**config.mk**
```make
export PLATFORM = sky130hd
export DESIGN_NAME = serial_adc_conversion_master_unit
export DESIGN_NICKNAME = d
export VERILOG_FILES = /design/src/hw/rtl/sacm_pkg.sv /design/src/hw/rtl/sacm_step.sv /design/src/hw/rtl/serial_adc_conversion_master_unit.sv
export SDC_FILE = /design/constraint.sdc
export NUM_CORES = 1
export LEC_CHECK = 0
export ABC_AREA = 1
export BUFFER_PORTS_ARGS = -buffer_cell sky130_fd_sc_hd__buf_4
export CORE_UTILIZATION = 58
export CTS_BUF_LIST = sky130_fd_sc_hd__clkbuf_4 sky130_fd_sc_hd__clkbuf_8 sky130_fd_sc_hd__clkbuf_16
export DETAILED_ROUTE_END_ITERATION = 6
export PLACE_DENSITY_LB_ADDON = 0.08
export SETUP_SLACK_MARGIN = 0.15
export SLEW_MARGIN = 20
export SYNTH_ARGS = -nofsm -noshare
export SYNTH_HDL_FRONTEND = slang
export SYNTH_SLANG_ARGS = --single-unit
```
**constraint.sdc**
```tcl
create_clock -name clk -period 5.4 [get_ports clk]
set_clock_uncertainty 0.2 [all_clocks]
set_input_delay 1.08 -clock clk [delete_from_list [all_inputs] [get_ports clk]]
set_output_delay 1.08 -clock clk [all_outputs]
set_load 0.005 [all_outputs]
```
**src/hw/rtl/sacm_pkg.sv**
```systemverilog
// ----------------------------------------------------------------------------
// sacm_pkg
// Types and constants shared by the serial ADC conversion master.
// ----------------------------------------------------------------------------
`timescale 1ns / 1ps
`default_nettype none

package sacm_pkg;

    // Bits shifted in per conversion
    localparam int unsigned SAMPLE_BITS = 8;
    // Start bit, single-ended bit, channel bit
    localparam int unsigned WRITE_BITS  = 3;
    localparam int unsigned BIT_CNT_W   = 3;
    localparam int unsigned HALF_W      = 16;
    localparam logic [HALF_W-1:0] HALF_RESET = 16'd100;

    typedef enum logic [2:0] {
        PH_IDLE  = 3'd0,
        PH_SETUP = 3'd1,
        PH_WRITE = 3'd2,
        PH_READ  = 3'd3,
        PH_DONE  = 3'd4
    } phase_t;

    typedef struct packed {
        phase_t                 phase;
        logic [BIT_CNT_W-1:0]   bit_count;
        logic [HALF_W-1:0]      delay_count;
        logic [SAMPLE_BITS-1:0] shift_value;
        logic                   channel_latch;
        logic                   clock_level;
    } seq_state_t;

    // First member sits in the highest bits: select_n lands at bit 0
    typedef struct packed {
        logic [SAMPLE_BITS-1:0] sample;
        logic                   done_res;
        logic                   busy_res;
        logic                   data_pin_drive;
        logic                   data_pin_out;
        logic                   serial_clock;
        logic                   select_n;
    } seq_result_t;

endpackage

`default_nettype wire

```
**src/hw/rtl/sacm_step.sv**
```systemverilog
// ----------------------------------------------------------------------------
// sacm_step
// One tick of the conversion sequencer: next state and pin levels.
// ----------------------------------------------------------------------------
`timescale 1ns / 1ps
`default_nettype none

module sacm_step (
    input  sacm_pkg::seq_state_t     cur,
    input  logic [sacm_pkg::HALF_W-1:0] half_ticks,
    input  logic                     start_req,
    input  logic                     channel,
    input  logic                     data_pin_in,
    output sacm_pkg::seq_state_t     nxt,
    output sacm_pkg::seq_result_t    res
);
    import sacm_pkg::*;

    logic [HALF_W-1:0] h;
    logic [HALF_W:0]   delay_inc;
    logic              elapsed;
    logic              busy;

    // A zero half period acts as one tick
    assign h         = (half_ticks == '0) ? {{(HALF_W-1){1'b0}}, 1'b1} : half_ticks;
    assign delay_inc = {1'b0, cur.delay_count} + {{HALF_W{1'b0}}, 1'b1};
    assign elapsed   = !(delay_inc < {1'b0, h});

    always_comb
    begin
        nxt = cur;
        case (cur.phase)
            PH_SETUP:
            begin
                nxt.delay_count = elapsed ? '0 : delay_inc[HALF_W-1:0];
                if (elapsed)
                begin
                    nxt.phase       = PH_WRITE;
                    nxt.bit_count   = '0;
                    nxt.clock_level = 1'b1;
                end
            end
            PH_WRITE:
            begin
                nxt.delay_count = elapsed ? '0 : delay_inc[HALF_W-1:0];
                if (elapsed)
                begin
                    if (cur.clock_level)
                    begin
                        nxt.clock_level = 1'b0;
                    end
                    else if (cur.bit_count == BIT_CNT_W'(WRITE_BITS - 1))
                    begin
                        nxt.phase       = PH_READ;
                        nxt.bit_count   = '0;
                        nxt.clock_level = 1'b1;
                    end
                    else
                    begin
                        nxt.bit_count   = cur.bit_count + 1'b1;
                        nxt.clock_level = 1'b1;
                    end
                end
            end
            PH_READ:
            begin
                nxt.delay_count = elapsed ? '0 : delay_inc[HALF_W-1:0];
                if (elapsed)
                begin
                    if (cur.clock_level)
                    begin
                        // sample at the end of the clock-high half
                        nxt.shift_value = {cur.shift_value[SAMPLE_BITS-2:0], data_pin_in};
                        nxt.clock_level = 1'b0;
                    end
                    else if (cur.bit_count == BIT_CNT_W'(SAMPLE_BITS - 1))
                    begin
                        nxt.phase     = PH_DONE;
                        nxt.bit_count = '0;
                    end
                    else
                    begin
                        nxt.bit_count   = cur.bit_count + 1'b1;
                        nxt.clock_level = 1'b1;
                    end
                end
            end
            default:
            begin
                nxt.clock_level = 1'b0;
                if (start_req)
                begin
                    nxt.channel_latch = channel;
                    nxt.phase         = PH_SETUP;
                    nxt.delay_count   = '0;
                    nxt.bit_count     = '0;
                end
                else
                begin
                    nxt.phase = PH_IDLE;
                end
            end
        endcase
    end

    assign busy = (nxt.phase == PH_SETUP) || (nxt.phase == PH_WRITE) || (nxt.phase == PH_READ);

    always_comb
    begin
        res.select_n       = !busy;
        res.serial_clock   = busy & nxt.clock_level;
        res.busy_res       = busy;
        res.done_res       = (nxt.phase == PH_DONE);
        res.data_pin_drive = (nxt.phase != PH_READ);
        res.sample         = busy ? '0 : nxt.shift_value;
        case (nxt.phase)
            PH_WRITE: res.data_pin_out = (nxt.bit_count < BIT_CNT_W'(WRITE_BITS - 1)) ?
                                         1'b1 : nxt.channel_latch;
            PH_READ:  res.data_pin_out = 1'b0;
            default:  res.data_pin_out = 1'b1;
        endcase
    end

endmodule

`default_nettype wire

```
**src/hw/rtl/serial_adc_conversion_master_unit.sv**
```systemverilog
// ----------------------------------------------------------------------------
// serial_adc_conversion_master_unit
// Pin-level master for a three-wire serial ADC, one tick per input word.
// ----------------------------------------------------------------------------
// Channel   Dir  Width  Contents
// s_*       in   8      tdata: start_req, channel, data_pin_in (bit 0 up)
// m_*       out  16     tdata: select_n, serial_clock, data_pin_out,
//                       data_pin_drive, busy_res, done_res, sample[7:0]
// cfg_*     in   16     half_period_ticks, reset value 100
//
// One word in, one word out; a word is accepted every cycle while the output register is empty or being drained.
// The sequencer state advances on each accepted word and its result is held
// in a single output register, valid in the cycle after the word is accepted.
// s_tready stays high while the output register is empty or being drained.
// rst_n clears the sequencer to idle and empties the output register.
// ----------------------------------------------------------------------------
`timescale 1ns / 1ps
`default_nettype none

module serial_adc_conversion_master_unit (
    input  logic        clk,
    input  logic        rst_n,
    input  logic        cfg_we,
    input  logic [15:0] cfg_data,
    input  logic        s_tvalid,
    output logic        s_tready,
    input  logic [7:0]  s_tdata,   // start_req, channel, data_pin_in, zero pad
    output logic        m_tvalid,
    input  logic        m_tready,
    output logic [15:0] m_tdata    // select_n, serial_clock, data_pin_out,
                                   // data_pin_drive, busy_res, done_res,
                                   // sample[7:0], zero pad
);
    import sacm_pkg::*;

    logic [HALF_W-1:0] half_reg;
    seq_state_t        state_reg;
    seq_state_t        state_next;
    seq_result_t       res_next;
    seq_result_t       res_reg;
    logic              m_valid_reg;
    logic              s_accept;

    assign s_tready = !m_valid_reg || m_tready;
    assign s_accept = s_tvalid && s_tready;
    assign m_tvalid = m_valid_reg;
    assign m_tdata  = {2'b00, res_reg};

    sacm_step u_step (
        .cur         (state_reg),
        .half_ticks  (half_reg),
        .start_req   (s_tdata[0]),
        .channel     (s_tdata[1]),
        .data_pin_in (s_tdata[2]),
        .nxt         (state_next),
        .res         (res_next)
    );

    always_ff @(posedge clk or negedge rst_n)
    begin
        if (!rst_n)
        begin
            half_reg <= HALF_RESET;
        end
        else if (cfg_we)
        begin
            half_reg <= cfg_data;
        end
    end

    always_ff @(posedge clk or negedge rst_n)
    begin
        if (!rst_n)
        begin
            state_reg   <= '{phase: PH_IDLE, default: '0};
            m_valid_reg <= 1'b0;
        end
        else
        begin
            if (s_accept)
            begin
                state_reg <= state_next;
            end
            // drop the word once taken, refill on accept
            if (s_accept)
            begin
                m_valid_reg <= 1'b1;
            end
            else if (m_tready)
            begin
                m_valid_reg <= 1'b0;
            end
        end
    end

    always_ff @(posedge clk)
    begin
        if (s_accept)
        begin
            res_reg <= res_next;
        end
    end

    // done and busy never share a word
    a_done_not_busy: assert property (@(posedge clk) disable iff (!rst_n)
        m_valid_reg |-> !(res_reg.done_res && res_reg.busy_res))
        else $error("done and busy both set");

    // serial clock idles low whenever chip select is high
    a_clk_idle: assert property (@(posedge clk) disable iff (!rst_n)
        (m_valid_reg && res_reg.select_n) |-> !res_reg.serial_clock)
        else $error("serial clock high while deselected");

    // after the done tick the sequencer returns to idle or restarts
    a_done_exit: assert property (@(posedge clk) disable iff (!rst_n)
        (s_accept && state_reg.phase == PH_DONE) |=>
        (state_reg.phase == PH_IDLE || state_reg.phase == PH_SETUP))
        else $error("bad exit from done");

    // the busy flag of the output word matches the state it was computed from
    a_busy_phase: assert property (@(posedge clk) disable iff (!rst_n)
        s_accept |=> (res_reg.busy_res == (state_reg.phase == PH_SETUP ||
                      state_reg.phase == PH_WRITE || state_reg.phase == PH_READ)))
        else $error("busy flag does not follow phase");

endmodule

`default_nettype wire

```
==> metrics <==
design area 4090 sq um; crit-path max FO 10; Yosys top cell area share 32.4%; post-route minimum period 3900 ps; Seq/Total Area, Yosys 46.5%; Setup TNS Final 0 ps; CTS Buf Count 9; Post-Syn Instances 430; max FFs per register 32; # fillers 498; initial antenna violation count 0; status complete, no violations; number of synthesized register bits 63; ranking of synthesized cells by area dfrtp_1 32%, edfxtp_1 12%, nand2_1 9.9%, ha_1 7.1%, inv_1 7.0%; Vias 2863; die area 6430 sq um; # hold bufs at CTS 0; # port buffers 39; DR WL/cell 12.3 microns; crit path DAT 3910 ps; Hold/Removal Path Class register to register; maximum vdd drop 194 uV; vias per cell 5.18; Longest Clk Path Bufs 2; root buffer cell clkbuf_8; area leader, netlist dfrtp_1; fmax 257 MHz; Worst Setup Path Type register to register; Main synth FF type dfrtp_1; CTS tree built; cts repair resizes 0; largest net degree at the start of global routing 50; First DRT Iteration DRCs 168; RSZ-0062 raised after global routing no; Initial Util 59.9%; Slew headroom 51.7%; Unique masters post-synth 35; Leak 2.06 nW; vias in the first global route 2663; Worst-path clk slew 70 ps; Final setup viols 0; Post-DRT Antenna Nets 0; top cells by count, synth 94 x nand2_1, 66 x inv_1, 46 x dfrtp_1, 43 x nor2_1, 36 x o21ai_0; synthesis warning total 0; I/O pins 47; final wirelength 6.82 mm; placed insts 537; EDFF count, synth 14; total congestion overflow 0; asr flop ratio synth 77.8%; Max-Cap Viols 0; placed cell areas 3900 sq um; GPL Wtd Cong 0.805; number of setup buffers added after CTS 0; fin. max-slew vios 0; Tcrit/Tclk final 72.1%; Worst-Margin Slew 723 ps; CP startpoint kind register; first-pass GRT wire length 11.5 mm; Pre-Repair DR Iteration Count 5; register-to-register setup slack 1500 ps; # rows 28; Finished Layout Cells 553; PD cells 381 nW/um^2; DRC Markers 0; # H-tree levels 3; clk sinks 63; ANT cells 0; final hold violation count 0; share of post-route cells with drive strength above 1 17.2%; most frequent cell after synthesis nand2_1; Synth Area per Inst 8.25 sq um; CP required 5410 ps; Worst setup EP type register; Layout Area Growth over Synthesis 15.3%; Overall Global Routing Usage 23.6%; die span in y 80.2 microns; Die X 80.2 microns; area of the core 5920 sq um; Clk Latency, worst-skew pair 340 ps; nets 522; Post-Syn Area 3550 sq um; DP HPWL 4.84 mm
==> worst max-delay path: stages (launching register included) <==
cell and delay [ps]:
dfrtp_1 400, inv_1 80, nor3_2 240, nand2_1 100
nor2_2 170, nand3_1 180, nor2_1 190, nand4_1 130
xor2_1 210, inv_1 80, ha_1 340, a21oi_1 200
nand2_1 100, nor2_2 260, nand2_8 130, inv_4 100
ha_1 220, nand2_1 60, o21ai_0 70, inv_1 60
o211ai_1 110, nand2_1 70, o21ai_0 80
==> placed cells by master, fill, tap and decap left out, types with 4 or more instances in the layout <==
| cell | n |
|---|---|
| xor2_1 | 11 |
| clkbuf_8 | 9 |
| o22ai_1 | 10 |
| nand4_1 | 5 |
| nor2_1 | 43 |
| edfxtp_1 | 14 |
| nand2_2 | 5 |
| a21oi_1 | 18 |
| buf_4 | 41 |
| nor2_2 | 4 |
| o21ai_1 | 7 |
| inv_1 | 66 |
| nand2_1 | 94 |
| dfrtp_1 | 46 |
| o21ai_0 | 36 |
| nand3_1 | 14 |
| ha_1 | 20 |
==> per-stage QoR <==
step / utilization (%) / setup WS (ps) / hold WS, ps / power [mW]
after CTS: 69.1 / 1500 / 294 / 1.56
after floorplan: - / 2030 / 253 / 1.02
after global routing: 69.1 / 1140 / 334 / 1.67
after global placement: 65.9 / 1650 / 270 / 1.13
final: 69.1 / 1500 / 292 / 1.56
after detailed placement: 65.9 / 1570 / 276 / 1.16
==> worst paths after layout <==
kind                                                start                         to  depth (start not counted)
max in group asynchronous                           rst_n    half_reg[7]$_DFFE_PN0P_                          1
worst min-delay path             state_reg[4]$_DFFE_PN0P_   state_reg[4]$_DFFE_PN0P_                          2
min in group asynchronous                           rst_n  state_reg[31]$_DFFE_PN0P_                          1
worst max-delay path            state_reg[12]$_DFFE_PN0P_   state_reg[0]$_DFFE_PN0P_                         22
worst max register to register  state_reg[12]$_DFFE_PN0P_   state_reg[0]$_DFFE_PN0P_                         22
worst min register to register   state_reg[4]$_DFFE_PN0P_   state_reg[4]$_DFFE_PN0P_                          2
==> where the power goes <==
| group | total [mW] | internal [mW] | switching (mW) |
|---|---|---|---|
| Sequential | 0.654 | 0.585 | 0.0685 |
| Combinational | 0.507 | 0.196 | 0.310 |
| Clock | 0.398 | 0.209 | 0.189 |
| Total | 1.56 | 0.990 | 0.568 |
==> final cells by class <==
class | instances | area, sq um | share of cell area [%]
flip-flops and latches | 63 | 1650 | 40.3
multi-input cells | 288 | 1590 | 38.8
repair buffers | 41 | 308 | 7.52
inverters | 70 | 265 | 6.48
clock buffers | 9 | 124 | 3.03
well taps | 75 | 93.8 | 2.29
clock inverters | 7 | 63.8 | 1.56
==> routing by layer <==
metal | track usage [%] | wire (microns) | vias to the layer above | share of wire [%]
met5 | 0 | 0 | - | 0
met4 | 9.29 | 95 | 0 | 1.4
met3 | 5.80 | 320 | 11 | 4.7
met2 | 41.5 | 3450 | 81 | 51
met1 | 27.6 | 2950 | 1308 | 43
li1 | - | - | 1463 | -
==> cell families after synthesis <==
family,after synthesis,share of synthesized area (%)
AND/OR/NAND/NOR,177,22.9
buffers and inverters,80,8.89
AO/OA/AOI/OAI,78,11.8
flip-flops,63,46.5
adder cells (fa/ha/maj),20,7.05
XOR/XNOR,11,2.72
other,1,0.106
Power figures use the tool's default switching activity.
